===== src/hdl/assert_macros.svh =====
// Assertion helpers for the files that check their own logic.
// Every check samples on the rising edge of clk and is off during rst.
`ifndef ASSERT_MACROS_SVH
`define ASSERT_MACROS_SVH

// A property that must hold at every checked edge.
`define LWE_ASSERT(lbl, prop, msg) \
  lbl: assert property (@(posedge clk) disable iff (rst) (prop)) else $error(msg);

// A condition that, once seen, must be followed by another in the next cycle.
`define LWE_ASSERT_NEXT(lbl, ante, cons, msg) \
  lbl: assert property (@(posedge clk) disable iff (rst) (ante) |=> (cons)) else $error(msg);

`endif


===== src/hdl/lwe_pkg.sv =====
`timescale 1ns / 1ps
// ----------------------------------------------------------------------------
// lwe_pkg
// Shared constants, control word layout and status types of the line editor.
// ----------------------------------------------------------------------------
package lwe_pkg;

  localparam int LINE_WIDTH = 40;
  localparam int LEN_W      = $clog2(LINE_WIDTH + 1);
  localparam int ADDR_W     = $clog2(LINE_WIDTH);
  localparam int CHAR_W     = 8;
  localparam int STORE_W    = 7;
  localparam int KIND_W     = 3;
  localparam int COUNT_W    = 6;
  localparam int CFG_IDX_W  = 2;
  localparam int TDATA_W    = 16;
  localparam int PC_W       = 5;

  localparam logic [CHAR_W-1:0] CH_SPACE    = 8'h20;
  localparam logic [CHAR_W-1:0] CH_NEWLINE  = 8'h0A;
  localparam logic [CHAR_W-1:0] CH_PRINT_LO = 8'h20;
  localparam logic [CHAR_W-1:0] CH_PRINT_HI = 8'h7E;

  typedef enum logic [KIND_W-1:0] {
    KIND_ECHO    = 3'd0,
    KIND_RUBOUT  = 3'd1,
    KIND_NEWLINE = 3'd2,
    KIND_BELL    = 3'd3,
    KIND_END     = 3'd4
  } kind_t;

  typedef enum logic [CFG_IDX_W-1:0] {
    CFG_ERASE  = 2'd0,
    CFG_KILL   = 2'd1,
    CFG_WERASE = 2'd2,
    CFG_EOF    = 2'd3
  } cfg_idx_t;

  typedef enum logic [2:0] {
    C_NEVER, C_ALWAYS, C_LEN_ZERO, C_LEN_NZ, C_P_ZERO, C_SPACE, C_NOT_SPACE, C_P_EQ_Q
  } cond_t;

  typedef enum logic [2:0] {
    CNT_NONE, CNT_ONE, CNT_LEN, CNT_LEN_MINUS_P, CNT_Q_MINUS_P
  } cnt_sel_t;

  typedef enum logic [1:0] {
    CHR_ZERO, CHR_IN, CHR_RDATA
  } chr_sel_t;

  typedef enum logic [2:0] {
    LEN_HOLD, LEN_DEC, LEN_ZERO, LEN_SET_P, LEN_APPEND
  } len_op_t;

  typedef enum logic [1:0] {
    P_HOLD, P_LOAD_LEN, P_DEC, P_INC
  } p_op_t;

  typedef enum logic {
    RA_P_MINUS_1, RA_P
  } raddr_sel_t;

  typedef struct packed {
    logic              fetch;
    logic              emit;
    kind_t             kind;
    cnt_sel_t          cnt;
    chr_sel_t          chr;
    logic              last;
    len_op_t           len_op;
    p_op_t             p_op;
    logic              q_load;
    raddr_sel_t        raddr;
    cond_t             cond;
    logic [PC_W-1:0]   target;
  } ucode_t;

  typedef struct packed {
    logic [LEN_W-1:0] len;
    logic [LEN_W-1:0] p;
    logic [LEN_W-1:0] q;
    logic             rd_space;
    logic             out_free;
  } status_t;

  // Program layout.
  localparam logic [PC_W-1:0] ST_FETCH     = 5'd0;
  localparam logic [PC_W-1:0] ST_ERASE     = 5'd1;
  localparam logic [PC_W-1:0] ST_ERASE_OUT = 5'd2;
  localparam logic [PC_W-1:0] ST_KILL      = 5'd3;
  localparam logic [PC_W-1:0] ST_KILL_OUT  = 5'd4;
  localparam logic [PC_W-1:0] ST_WERASE    = 5'd5;
  localparam logic [PC_W-1:0] ST_WA_RD     = 5'd6;
  localparam logic [PC_W-1:0] ST_WA_TEST   = 5'd7;
  localparam logic [PC_W-1:0] ST_WA_DEC    = 5'd8;
  localparam logic [PC_W-1:0] ST_WB_RD     = 5'd9;
  localparam logic [PC_W-1:0] ST_WB_TEST   = 5'd10;
  localparam logic [PC_W-1:0] ST_WB_DEC    = 5'd11;
  localparam logic [PC_W-1:0] ST_WE_DONE   = 5'd12;
  localparam logic [PC_W-1:0] ST_EOF       = 5'd13;
  localparam logic [PC_W-1:0] ST_EOF_OUT   = 5'd14;
  localparam logic [PC_W-1:0] ST_NL        = 5'd15;
  localparam logic [PC_W-1:0] ST_PRINT     = 5'd16;
  localparam logic [PC_W-1:0] ST_FULL_SP   = 5'd17;
  localparam logic [PC_W-1:0] ST_FULL_WORD = 5'd18;
  localparam logic [PC_W-1:0] ST_FW_RD     = 5'd19;
  localparam logic [PC_W-1:0] ST_FW_TEST   = 5'd20;
  localparam logic [PC_W-1:0] ST_FW_DEC    = 5'd21;
  localparam logic [PC_W-1:0] ST_FW_CUT    = 5'd22;
  localparam logic [PC_W-1:0] ST_FW_RUB    = 5'd23;
  localparam logic [PC_W-1:0] ST_FW_NL     = 5'd24;
  localparam logic [PC_W-1:0] ST_REPLAY    = 5'd25;
  localparam logic [PC_W-1:0] ST_REPLAY_RD = 5'd26;
  localparam logic [PC_W-1:0] ST_REPLAY_WR = 5'd27;
  localparam logic [PC_W-1:0] ST_BELL      = 5'd28;

  localparam ucode_t UC_NOP = '{
    fetch:  1'b0,
    emit:   1'b0,
    kind:   KIND_ECHO,
    cnt:    CNT_NONE,
    chr:    CHR_ZERO,
    last:   1'b0,
    len_op: LEN_HOLD,
    p_op:   P_HOLD,
    q_load: 1'b0,
    raddr:  RA_P_MINUS_1,
    cond:   C_NEVER,
    target: ST_FETCH
  };

endpackage


===== src/hdl/lwe_ucode_rom.sv =====
`timescale 1ns / 1ps
// ----------------------------------------------------------------------------
// lwe_ucode_rom
// Control store: one control word for each program step of the line editor.
// ----------------------------------------------------------------------------
module lwe_ucode_rom import lwe_pkg::*; (
  input  logic [PC_W-1:0] pc,
  output ucode_t          word
);

  always_comb begin
    word = UC_NOP;
    case (pc)
      ST_FETCH: begin
        word.fetch = 1'b1;
      end
      ST_ERASE: begin
        word.cond   = C_LEN_ZERO;
        word.target = ST_FETCH;
      end
      ST_ERASE_OUT: begin
        word.emit   = 1'b1;
        word.kind   = KIND_RUBOUT;
        word.cnt    = CNT_ONE;
        word.last   = 1'b1;
        word.len_op = LEN_DEC;
        word.cond   = C_ALWAYS;
        word.target = ST_FETCH;
      end
      ST_KILL: begin
        word.cond   = C_LEN_ZERO;
        word.target = ST_FETCH;
      end
      ST_KILL_OUT: begin
        word.emit   = 1'b1;
        word.kind   = KIND_RUBOUT;
        word.cnt    = CNT_LEN;
        word.last   = 1'b1;
        word.len_op = LEN_ZERO;
        word.cond   = C_ALWAYS;
        word.target = ST_FETCH;
      end
      ST_WERASE: begin
        word.p_op   = P_LOAD_LEN;
        word.cond   = C_LEN_ZERO;
        word.target = ST_FETCH;
      end
      // First pass walks back over the word, second over the spaces before it.
      ST_WA_RD: begin
        word.cond   = C_P_ZERO;
        word.target = ST_WE_DONE;
      end
      ST_WA_TEST: begin
        word.cond   = C_SPACE;
        word.target = ST_WB_DEC;
      end
      ST_WA_DEC: begin
        word.p_op   = P_DEC;
        word.cond   = C_ALWAYS;
        word.target = ST_WA_RD;
      end
      ST_WB_RD: begin
        word.cond   = C_P_ZERO;
        word.target = ST_WE_DONE;
      end
      ST_WB_TEST: begin
        word.cond   = C_NOT_SPACE;
        word.target = ST_WE_DONE;
      end
      ST_WB_DEC: begin
        word.p_op   = P_DEC;
        word.cond   = C_ALWAYS;
        word.target = ST_WB_RD;
      end
      ST_WE_DONE: begin
        word.emit   = 1'b1;
        word.kind   = KIND_RUBOUT;
        word.cnt    = CNT_LEN_MINUS_P;
        word.last   = 1'b1;
        word.len_op = LEN_SET_P;
        word.cond   = C_ALWAYS;
        word.target = ST_FETCH;
      end
      ST_EOF: begin
        word.cond   = C_LEN_NZ;
        word.target = ST_FETCH;
      end
      ST_EOF_OUT: begin
        word.emit   = 1'b1;
        word.kind   = KIND_END;
        word.last   = 1'b1;
        word.cond   = C_ALWAYS;
        word.target = ST_FETCH;
      end
      ST_NL: begin
        word.emit   = 1'b1;
        word.kind   = KIND_NEWLINE;
        word.last   = 1'b1;
        word.len_op = LEN_ZERO;
        word.cond   = C_ALWAYS;
        word.target = ST_FETCH;
      end
      ST_PRINT: begin
        word.emit   = 1'b1;
        word.kind   = KIND_ECHO;
        word.chr    = CHR_IN;
        word.last   = 1'b1;
        word.len_op = LEN_APPEND;
        word.cond   = C_ALWAYS;
        word.target = ST_FETCH;
      end
      ST_FULL_SP: begin
        word.emit   = 1'b1;
        word.kind   = KIND_NEWLINE;
        word.len_op = LEN_ZERO;
        word.cond   = C_ALWAYS;
        word.target = ST_PRINT;
      end
      ST_FULL_WORD: begin
        word.p_op   = P_LOAD_LEN;
        word.q_load = 1'b1;
      end
      // A full line with no space just breaks before the new character.
      ST_FW_RD: begin
        word.cond   = C_P_ZERO;
        word.target = ST_FULL_SP;
      end
      ST_FW_TEST: begin
        word.cond   = C_SPACE;
        word.target = ST_FW_CUT;
      end
      ST_FW_DEC: begin
        word.p_op   = P_DEC;
        word.cond   = C_ALWAYS;
        word.target = ST_FW_RD;
      end
      ST_FW_CUT: begin
        word.cond   = C_P_EQ_Q;
        word.target = ST_FW_NL;
      end
      ST_FW_RUB: begin
        word.emit = 1'b1;
        word.kind = KIND_RUBOUT;
        word.cnt  = CNT_Q_MINUS_P;
      end
      ST_FW_NL: begin
        word.emit   = 1'b1;
        word.kind   = KIND_NEWLINE;
        word.len_op = LEN_ZERO;
      end
      ST_REPLAY: begin
        word.cond   = C_P_EQ_Q;
        word.target = ST_PRINT;
      end
      ST_REPLAY_RD: begin
        word.raddr = RA_P;
      end
      ST_REPLAY_WR: begin
        word.emit   = 1'b1;
        word.kind   = KIND_ECHO;
        word.chr    = CHR_RDATA;
        word.len_op = LEN_APPEND;
        word.p_op   = P_INC;
        word.raddr  = RA_P;
        word.cond   = C_ALWAYS;
        word.target = ST_REPLAY;
      end
      ST_BELL: begin
        word.emit   = 1'b1;
        word.kind   = KIND_BELL;
        word.last   = 1'b1;
        word.cond   = C_ALWAYS;
        word.target = ST_FETCH;
      end
      default: begin
        word.cond   = C_ALWAYS;
        word.target = ST_FETCH;
      end
    endcase
  end

endmodule


===== src/hdl/lwe_line_ram.sv =====
`timescale 1ns / 1ps
// ----------------------------------------------------------------------------
// lwe_line_ram
// Line buffer: one write port and one read port with registered read data.
// ----------------------------------------------------------------------------
module lwe_line_ram import lwe_pkg::*; (
  input  logic               clk,
  input  logic               we,
  input  logic [ADDR_W-1:0]  waddr,
  input  logic [STORE_W-1:0] wdata,
  input  logic [ADDR_W-1:0]  raddr,
  output logic [STORE_W-1:0] rdata
);

  logic [STORE_W-1:0] mem [LINE_WIDTH];

  always_ff @(posedge clk) begin
    if (we) begin
      mem[waddr] <= wdata;
    end
  end

  always_ff @(posedge clk) begin
    rdata <= mem[raddr];
  end

endmodule


===== src/hdl/lwe_datapath.sv =====
`timescale 1ns / 1ps
// ----------------------------------------------------------------------------
// lwe_datapath
// Line length, scan pointers, line buffer and the result output register.
// ----------------------------------------------------------------------------
module lwe_datapath import lwe_pkg::*; (
  input  logic               clk,
  input  logic               rst,
  input  ucode_t             word,
  input  logic               go,
  input  logic [CHAR_W-1:0]  cur_char,
  input  logic               out_ready,
  output status_t            st,
  output logic               out_valid,
  output kind_t              out_kind,
  output logic [CHAR_W-1:0]  out_echo,
  output logic [COUNT_W-1:0] out_count,
  output logic               out_last
);

  logic [LEN_W-1:0]   len;
  logic [LEN_W-1:0]   p;
  logic [LEN_W-1:0]   q;
  logic [LEN_W-1:0]   p_dec;
  logic [ADDR_W-1:0]  raddr;
  logic [STORE_W-1:0] rdata;
  logic [CHAR_W-1:0]  chr_val;
  logic [LEN_W-1:0]   cnt_val;
  logic               we;

  assign p_dec = p - 1'b1;

  always_comb begin
    case (word.raddr)
      RA_P:    raddr = p[ADDR_W-1:0];
      default: raddr = p_dec[ADDR_W-1:0];
    endcase
  end

  always_comb begin
    case (word.chr)
      CHR_IN:    chr_val = cur_char;
      CHR_RDATA: chr_val = {1'b0, rdata};
      default:   chr_val = '0;
    endcase
  end

  always_comb begin
    case (word.cnt)
      CNT_ONE:         cnt_val = LEN_W'(1);
      CNT_LEN:         cnt_val = len;
      CNT_LEN_MINUS_P: cnt_val = len - p;
      CNT_Q_MINUS_P:   cnt_val = q - p;
      default:         cnt_val = '0;
    endcase
  end

  assign we = go && (word.len_op == LEN_APPEND);

  lwe_line_ram u_ram (
    .clk   (clk),
    .we    (we),
    .waddr (len[ADDR_W-1:0]),
    .wdata (chr_val[STORE_W-1:0]),
    .raddr (raddr),
    .rdata (rdata)
  );

  always_ff @(posedge clk) begin
    if (rst) begin
      len <= '0;
    end else if (go) begin
      case (word.len_op)
        LEN_DEC:    len <= len - 1'b1;
        LEN_ZERO:   len <= '0;
        LEN_SET_P:  len <= p;
        LEN_APPEND: len <= len + 1'b1;
        default:    len <= len;
      endcase
    end
  end

  always_ff @(posedge clk) begin
    if (go) begin
      case (word.p_op)
        P_LOAD_LEN: p <= len;
        P_DEC:      p <= p_dec;
        P_INC:      p <= p + 1'b1;
        default:    p <= p;
      endcase
      if (word.q_load) begin
        q <= len;
      end
    end
  end

  // The output register holds one result; the sequencer stalls at a step that emits while it is full and not taken.
  always_ff @(posedge clk) begin
    if (rst) begin
      out_valid <= 1'b0;
    end else if (go && word.emit) begin
      out_valid <= 1'b1;
      out_kind  <= word.kind;
      out_echo  <= chr_val;
      out_count <= COUNT_W'(cnt_val);
      out_last  <= word.last;
    end else if (out_ready) begin
      out_valid <= 1'b0;
    end
  end

  assign st.len      = len;
  assign st.p        = p;
  assign st.q        = q;
  assign st.rd_space = (rdata == CH_SPACE[STORE_W-1:0]);
  assign st.out_free = !out_valid || out_ready;

endmodule


===== src/hdl/line_editor_with_word_wrap.sv =====
`timescale 1ns / 1ps
// ----------------------------------------------------------------------------
// line_editor_with_word_wrap
// Terminal line editor with word wrap, run by a microcoded sequencer.
// ----------------------------------------------------------------------------
// Typed bytes arrive on the s_axis channel, one byte per transaction. Each
// byte produces zero or more echo commands on the m_axis channel; tuser
// carries the command kind and tlast marks the final command caused by a
// byte. The cfg port rewrites the erase, kill, word-erase and eof codes;
// write it only while the block is idle.
// Reset loads the default codes, empties the line and clears the output
// register; the line buffer itself is not cleared and needs no sweep.
// Only one byte is worked on at a time: s_axis_tready is high in the fetch
// step alone. After its fetch, a byte runs through its program steps. Word
// erase and wrap walk the line buffer through its single read port, with a
// read, a test and a step back for each character scanned, and the wrap
// replay checks, reads and writes back each moved character in turn.
// The first command of a byte is visible in the cycle after its step runs.
// While the receiver stalls, the output register holds its command and the
// sequencer waits at the next step that has a command to give.
// ----------------------------------------------------------------------------
`include "assert_macros.svh"

module line_editor_with_word_wrap import lwe_pkg::*; (
  input  logic                 clk,
  input  logic                 rst,
  input  logic                 s_axis_tvalid,
  output logic                 s_axis_tready,
  input  logic [CHAR_W-1:0]    s_axis_tdata,   // [7:0] in_char
  output logic                 m_axis_tvalid,
  input  logic                 m_axis_tready,
  output logic [TDATA_W-1:0]   m_axis_tdata,   // [7:0] echo_char, [13:8] rubout_count,
                                               // rest zero
  output logic [KIND_W-1:0]    m_axis_tuser,   // [2:0] kind
  output logic                 m_axis_tlast,
  input  logic                 cfg_we,
  input  logic [CFG_IDX_W-1:0] cfg_index,
  input  logic [CHAR_W-1:0]    cfg_data
);

  logic [CHAR_W-1:0]  erase_char;
  logic [CHAR_W-1:0]  kill_char;
  logic [CHAR_W-1:0]  word_erase_char;
  logic [CHAR_W-1:0]  eof_char;
  logic [CHAR_W-1:0]  cur_char;
  logic [PC_W-1:0]    pc;
  logic [PC_W-1:0]    pc_next;
  logic [PC_W-1:0]    entry;
  ucode_t             word;
  status_t            st;
  logic               cond_true;
  logic               stall;
  logic               go;
  logic               line_full;
  kind_t              out_kind;
  logic [CHAR_W-1:0]  out_echo;
  logic [COUNT_W-1:0] out_count;

  always_ff @(posedge clk) begin
    if (rst) begin
      erase_char      <= 8'd127;
      kill_char       <= 8'd21;
      word_erase_char <= 8'd23;
      eof_char        <= 8'd4;
    end else if (cfg_we) begin
      case (cfg_idx_t'(cfg_index))
        CFG_ERASE:  erase_char      <= cfg_data;
        CFG_KILL:   kill_char       <= cfg_data;
        CFG_WERASE: word_erase_char <= cfg_data;
        CFG_EOF:    eof_char        <= cfg_data;
        default:    erase_char      <= erase_char;
      endcase
    end
  end

  lwe_ucode_rom u_rom (
    .pc   (pc),
    .word (word)
  );

  // Classify the incoming byte; the earlier check wins on equal codes.
  assign line_full = (st.len >= LEN_W'(LINE_WIDTH));

  always_comb begin
    if (s_axis_tdata == erase_char) begin
      entry = ST_ERASE;
    end else if (s_axis_tdata == kill_char) begin
      entry = ST_KILL;
    end else if (s_axis_tdata == word_erase_char) begin
      entry = ST_WERASE;
    end else if (s_axis_tdata == eof_char) begin
      entry = ST_EOF;
    end else if (s_axis_tdata == CH_NEWLINE) begin
      entry = ST_NL;
    end else if (s_axis_tdata inside {[CH_PRINT_LO:CH_PRINT_HI]}) begin
      if (!line_full) begin
        entry = ST_PRINT;
      end else if (s_axis_tdata == CH_SPACE) begin
        entry = ST_FULL_SP;
      end else begin
        entry = ST_FULL_WORD;
      end
    end else begin
      entry = ST_BELL;
    end
  end

  always_comb begin
    case (word.cond)
      C_ALWAYS:    cond_true = 1'b1;
      C_LEN_ZERO:  cond_true = (st.len == '0);
      C_LEN_NZ:    cond_true = (st.len != '0);
      C_P_ZERO:    cond_true = (st.p == '0);
      C_SPACE:     cond_true = st.rd_space;
      C_NOT_SPACE: cond_true = !st.rd_space;
      C_P_EQ_Q:    cond_true = (st.p == st.q);
      default:     cond_true = 1'b0;
    endcase
  end

  assign s_axis_tready = word.fetch;
  assign stall = (word.fetch && !s_axis_tvalid) || (word.emit && !st.out_free);
  assign go    = !stall;

  always_comb begin
    if (stall) begin
      pc_next = pc;
    end else if (word.fetch) begin
      pc_next = entry;
    end else if (cond_true) begin
      pc_next = word.target;
    end else begin
      pc_next = pc + 1'b1;
    end
  end

  always_ff @(posedge clk) begin
    if (rst) begin
      pc <= ST_FETCH;
    end else begin
      pc <= pc_next;
    end
  end

  always_ff @(posedge clk) begin
    if (s_axis_tvalid && s_axis_tready) begin
      cur_char <= s_axis_tdata;
    end
  end

  lwe_datapath u_dp (
    .clk       (clk),
    .rst       (rst),
    .word      (word),
    .go        (go),
    .cur_char  (cur_char),
    .out_ready (m_axis_tready),
    .st        (st),
    .out_valid (m_axis_tvalid),
    .out_kind  (out_kind),
    .out_echo  (out_echo),
    .out_count (out_count),
    .out_last  (m_axis_tlast)
  );

  assign m_axis_tdata = {(TDATA_W - CHAR_W - COUNT_W)'(0), out_count, out_echo};
  assign m_axis_tuser = out_kind;

  `LWE_ASSERT(a_len_bound, st.len <= LEN_W'(LINE_WIDTH), "line length beyond line width")
  `LWE_ASSERT_NEXT(a_one_byte, s_axis_tvalid && s_axis_tready, !s_axis_tready, "second byte taken")
  `LWE_ASSERT(a_replay_range, (pc != ST_REPLAY_RD) || (st.p < st.q), "replay beyond old line end")
  `LWE_ASSERT(a_rubout_count, !(m_axis_tvalid && out_kind == KIND_RUBOUT) || (out_count != '0), "empty rub-out")

endmodule

===== config.mk =====
export PLATFORM = sky130hd
export DESIGN_NAME = line_editor_with_word_wrap
export DESIGN_NICKNAME = d
export VERILOG_FILES = /design/src/hdl/lwe_pkg.sv /design/src/hdl/lwe_ucode_rom.sv /design/src/hdl/lwe_line_ram.sv /design/src/hdl/lwe_datapath.sv /design/src/hdl/line_editor_with_word_wrap.sv
export VERILOG_INCLUDE_DIRS = /design/src /design/src/hdl
export SDC_FILE = /design/constraint.sdc
export NUM_CORES = 1
export LEC_CHECK = 0
export BUFFER_PORTS_ARGS = -buffer_cell sky130_fd_sc_hd__buf_4
export CAP_MARGIN = 40
export CORE_UTILIZATION = 40
export CTS_CLUSTER_DIAMETER = 50
export DETAILED_ROUTE_END_ITERATION = 6
export PLACE_DENSITY = 0.56
export SYNTH_ARGS = -nofsm -noshare
export SYNTH_HDL_FRONTEND = slang
export SYNTH_SLANG_ARGS = --single-unit

===== constraint.sdc =====
create_clock -name clk -period 10.37 [get_ports clk]
set_clock_uncertainty 0.15 [all_clocks]
set_input_delay 0.5185 -clock clk [delete_from_list [all_inputs] [get_ports clk]]
set_output_delay 0.5185 -clock clk [all_outputs]
set_load 0.02 [all_outputs]

Yosys cells after proc, flatten, opt, wreduce, memory -nomap -nowiden
Memory sizes are Yosys's and may differ from the RTL's. A register that Yosys moved wholly into a read port is not among the register bits. Cells that the tools add are included.

Bits of input ports: 23. Memories kept: 1. RAM bits: 280. Flip-flop bits (word level): 82. Output and inout port bits: 22.

Add/subtract/negate cells: 7. Reduce and logical (&&, ||, !) cells: 40. Bitwise gates (word level): 2. Multiplexer cells: 30. Eq/ne operators: 59. $lt $le $gt $ge: 3.

Memories: u_dp.u_ram.mem (depth 40, width 7, rd ports 1, clocked after Yosys merged registers in 1, wr ports 1, RTL line lwe_line_ram.sv:15) `logic [STORE_W-1:0] mem [LINE_WIDTH];`.

Operator list (count): case mux 8 bit (15 select lines) (1); == test 5 bit, second input constant (13); case mux 6 bit (4 select lines) (2); == test 5 x 4 -> 1 bit, second input constant (8); 2-to-1 mux 5 bit (8); == test 8 bit (4); case mux 3 bit (4 select lines) (2); == test 5 x 3 -> 1 bit, second input constant (4); case mux 4 bit (5 select lines) (1); == test 3 x 2 -> 1 bit, second input constant (6); == test 3 bit, second input constant (6); case mux 6 bit (3 select lines) (1); case mux 8 bit (2 select lines) (1); AND reduction 2 bit (8); adder 6 x 1 -> 6 bit, second input constant (2); zero test 6 bit (2); subtractor 6 x 1 -> 6 bit, second input constant (2); subtractor 6 bit (2); == test 2 bit, second input constant (5); == test 5 x 2 -> 1 bit, second input constant (2); == test 3 x 1 -> 1 bit, second input constant (3); OR reduction 3 bit (3); == test 8 x 4 -> 1 bit, second input constant (1); == test 8 x 6 -> 1 bit, second input constant (1); 28 further kinds (53).

Depth between registers and ports, before layout
Depth in word-level cells: 10. Mapped depth: 16. Mapped depth without buffers: 14.

Hierarchy
From an unflattened synthesis, not the netlist that was laid out.

Cell total of the unflattened synthesis: 1236. Area total of the unflattened synthesis: 16882.4 um^2.

By module, submodules not included: lwe_line_ram (instances 1, seq. area each 8548.2 um^2, cells an instance 616, area an instance 11368.4 um^2); line_editor_with_word_wrap (instances 1, seq. area each 980.9 um^2, cells an instance 284, area an instance 2448.6 um^2); lwe_datapath (instances 1, seq. area each 1041.0 um^2, cells an instance 222, area an instance 2373.5 um^2); lwe_ucode_rom (instances 1, seq. area each 0.0 um^2, cells an instance 114, area an instance 691.9 um^2).

Worst setup path after synthesis
No wires, ideal clock.

Path type: flip-flop to flip-flop. Start: register pc[0]. End: register u_dp.len[5]. Arrival time: 3608 ps. Stages on the path, launching flop included: 16. Setup time: 91 ps. Slack: 6521 ps. Cell sequence: dfxtp_1 ha_1 buf_2 clkbuf_1 nand3_1 ha_1 or3_1 buf_2 ha_1 a21o_1 a21oi_1 o21bai_1 a21oi_1 xnor2_1 mux2_2 a311oi_1.

Word-level cells in the longest chain between the ends: 7. Elaborated cells on any way between the ends: 30. Classes of those cells: eq/ne (15); mux (4); bitwise (1); reduce/logical (10).

RTL lines: start, declared (RTL line line_editor_with_word_wrap.sv:46) `logic [PC_W-1:0] pc;`; start signal, assigned (RTL line line_editor_with_word_wrap.sv:141) `pc <= pc_next;`; parallel branches: the longest is 7 deep, another holds == test 5 x 3 -> 1 bit; end signal, assigned (RTL line lwe_datapath.sv:76) `LEN_SET_P: len <= p;`; end signal, assigned (RTL line lwe_datapath.sv:77) `LEN_APPEND: len <= len + 1'b1;`; end signal, assigned (RTL line lwe_datapath.sv:78) `default: len <= len;`; end, declared (RTL line lwe_datapath.sv:21) `logic [LEN_W-1:0] len;`.

Parallel ways; which one is timed is not known. A chain may end at the register's enable or synchronous reset.

Worst setup path in the final report
Start: register pc[0]. End: memory u_dp.u_ram.mem[18][4], enable pin.

Word-level cells in the longest chain between the ends: 9. Elaborated cells on any way between the ends: 27. Classes of those cells: eq/ne (12); mux (5); reduce/logical (10).

RTL lines: == test 5 bit, or another cell as far along (RTL line lwe_ucode_rom.sv:13) `case (pc)`; OR reduction 4 bit (no line), or another cell as far along; case mux 4 bit (5 select lines) (RTL line lwe_ucode_rom.sv:13); logical AND 1 bit (RTL line line_editor_with_word_wrap.sv:122) `assign stall = (word.fetch && !s_axis_tvalid) || (word.emit && !st.out_free);`; logical OR 1 bit (RTL line line_editor_with_word_wrap.sv:122); zero test 1 bit (RTL line line_editor_with_word_wrap.sv:123) `assign go = !stall;`; logical AND 1 bit (*) (RTL line lwe_datapath.sv:58) `assign we = go && (word.len_op == LEN_APPEND);`; 2-to-1 mux 1 bit (*) (RTL line lwe_line_ram.sv:18) `if (we) begin`; 2-to-1 mux 1 bit (not written as such) (*) (RTL line lwe_line_ram.sv:19) `mem[waddr] <= wdata;`; end, declared (RTL line lwe_line_ram.sv:15).

Mark *: on every way between the ends. The rest lies on a longest branch, timed or not.

==> results.cfg <==
[placement]
postPlaceCellArea_sq_um = 19000
hpwlAfterDp_mm = 31.8
routabilityCongestion = 0.866
numPortBuffers = 42

[power_and_ir_drop]
p_per_area_nw_per_um2 = 260
p_leak_nw = 7.47
finalPower_mw = 5.35
peakVddDrop_uv = 149

[timing]
max_clock_freq_ghz = 0.224
worst_slew_pin_slew_ps = 892
setup_viol = 0
tns_ps = 0
post-route-period-util_pct = 43.0
fin_crit_ps = 4460
hold_viol = 0
slew_viol_final = 0
rsz0062_at_grt = no
relSlewSlack_pct = 40.3

[critical_path]
path_class = register to register
path_buf_inv = 0
endpoint_kind = register
slowest_delay_ps = 660
path_delay_family = simple AND/OR/NAND/NOR gates
crit_chain = ha_1 -> nand3_1 -> ha_1 -> or3_1 -> or3_1 -> or3b_1 -> nor2_2
cp_slowest_cell = or3b_1
worstSetupStartpointType = register
crit_arrival_ps = 4520
cp_max_fo = 17
critPathRequiredTime_ps = 10440

[routing]
firstDrtPassIters = 5
drt-initial-drc-count = 1160
route.detailed.drc = 0
wl_met2_mm = 23.7
wire_per_inst_um = 23.8
totalWireLength_mm = 50.4
wl_met1_mm = 22.2
ant_nets = 0
vias_per_cell = 5.88
top_layer_used = met4
dr_wl_met3_mm = 2.74
vias = 12500

[clock_tree]
holdBufCountCts = 0
postCtsResizedCells = 0
cts_tree = built
postCtsSetupRepairBufs = 0
h-tree-depth = 2
clk_latency_ps = 580
cts_root_buf = clkbuf_16
numCtsBuffers = 45
cts_buffer_depth = 3
clk_pin_slew_ps = 60
cts_sinks = 369

[global_route]
grt_pass1_vias = 12300
grt_usage_pct = 21.8
antenna_found_initial = 0
grt_overflow = 0
grt_start_max_net_pins = 66
grt_first_pass_wirelength_mm = 76.5

[final_layout]
layout.area.seq_sq_um = 10600
fill_cells = 3916
final_layout_size_suffix_gt1_share_pct = 15.7
multi_input_area_sq_um = 7010
syn_to_final_growth_pct = 13.5
diodes = 0
stdcell_area_sq_um = 20600
final_nets = 1544

[floorplan]
core.rowCount = 77
io_pins = 45
initial_core_util_pct = 40.8
coreArea_sq_um = 44400
die_w_um = 215
die_area_sq_um = 46200
die_h_um = 215

[synthesis]
yosysSeqAreaShare_pct = 58.3
synthesis.area_sq_um = 18100
yosys_warnings = 0
synthArstFlopShare_pct = 0
synthTopCellsByArea = edfxtp_1 (53%), dfxtp_1 (5.6%), mux2i_1 (4.5%)
synthFlopType = edfxtp_1
synth-edff-count = 318
syn_inst = 1474
synth_top_cell_by_area = edfxtp_1
synth.distinct_cells = 90
synth_area_per_cell_sq_um = 12.3
ys_ff_latch = 369
yosys.area.top_type_share_pct = 52.7

[hold_path]
min_path_type = primary input to register

[status]
status = finished clean

[flow_run]
max-cap-violations = 0
[stage by stage]
stage | utilization, % | setup WS (ps) | hold WS [ps] | instances
after floorplan | - | 6520 | 298 | 1475
after global placement | 42.7 | 6010 | 305 | 2035
after detailed placement | 42.7 | 5920 | 312 | 2038
after CTS | 46.3 | 5910 | 9.92 | 2122
after global routing | 46.4 | 5550 | 36.6 | 2123
final | 46.4 | 5910 | 34.2 | 2123
[layer usage]
layer / global-route usage (%) / vias to the layer above
met5: 0 / -
met4: 9.10 / 0
met3: 2.86 / 90
met2: 35.0 / 429
met1: 29.8 / 6257
li1: - / 5701
[worst paths after layout]
kind	from	endpoint	slack, ps	cells after the start
max	pc[0]	u_dp.u_ram.mem[18][4]	5910	7
min reg2reg	word_erase_char[6]	word_erase_char[6]	320	2
max reg2reg	pc[0]	u_dp.u_ram.mem[18][4]	5910	7
min	cfg_data[3]	erase_char[3]	30	2
[registers in the layout (all words and copies together), names as in the netlist, 3 cells and up]
register,cells
u_dp.u_ram.mem,280
cur_char,8
eof_char,8
erase_char,8
kill_char,8
u_dp.out_echo,8
word_erase_char,8
u_dp.u_ram.rdata,7
u_dp.len,6
u_dp.out_count,6
u_dp.p,6
u_dp.q,6
pc,5
u_dp.out_kind,3
[layout make-up]
class                   count  share of cell area [%]
well taps                 592                    3.60
flip-flops and latches    369                    51.3
inverters                  29                   0.529
clock inverters            32                    1.93
multi-input cells         976                    34.0
repair buffers             73                    2.66
clock buffers              52                    5.90
[layout by cell type (no fill, tap or decap), types with 42 or more instances in the layout]
master,synthesis,layout
a21oi_1,73,73
clkbuf_16,0,47
dfxtp_1,51,51
nor2_1,91,90
edfxtp_1,318,318
buf_4,9,70
o21ai_0,42,42
nand2_1,164,164
mux2i_1,82,82
o22ai_1,51,51
[worst register-to-register path, cell delays in order, from the launching register on]
cell and delay, ps:
dfxtp_1 410, ha_1 650, nand3_1 440, ha_1 380
or3_1 550, or3_1 410, or3b_1 660, nor2_2 450
[cells in the mapped netlist, types with 6 or more instances]
master	count
buf_4	9
nor3_1	24
nor2_2	8
nand3_1	24
a211o_1	17
dfxtp_1	51
nor4_1	13
xnor2_1	9
o21ai_0	42
o22ai_1	51
o211ai_1	6
clkbuf_1	49
nor2_1	91
ha_1	24
o221ai_1	12
a21oi_1	73
nand3b_1	12
xor2_1	38
buf_1	7
nand2_1	164
nor2b_1	33
mux2i_1	82
edfxtp_1	318
a211oi_1	35
or3_1	8
nand2b_1	15
buf_2	32
inv_1	27
mux4_2	31
and3_1	6
mux2_2	7
a311oi_1	8
a22oi_1	15
a32oi_1	7
[where the power goes]
part	leakage (nW)	switching [mW]	internal, mW
registers	3.69	0.102	1.72
clock network	0.779	0.658	1.03
logic	3.00	1.16	0.685
[cell families after synthesis]
family,share of synthesized area [%]
AO/OA/AOI/OAI,13.2
XOR/XNOR,2.66
adder cells (fa/ha/maj),1.99
buffers and inverters,3.26
flip-flops,58.3
multiplexers,8.90
other,0.0207
AND/OR/NAND/NOR,11.7
Note: power is estimated with default switching activity, not from simulation.
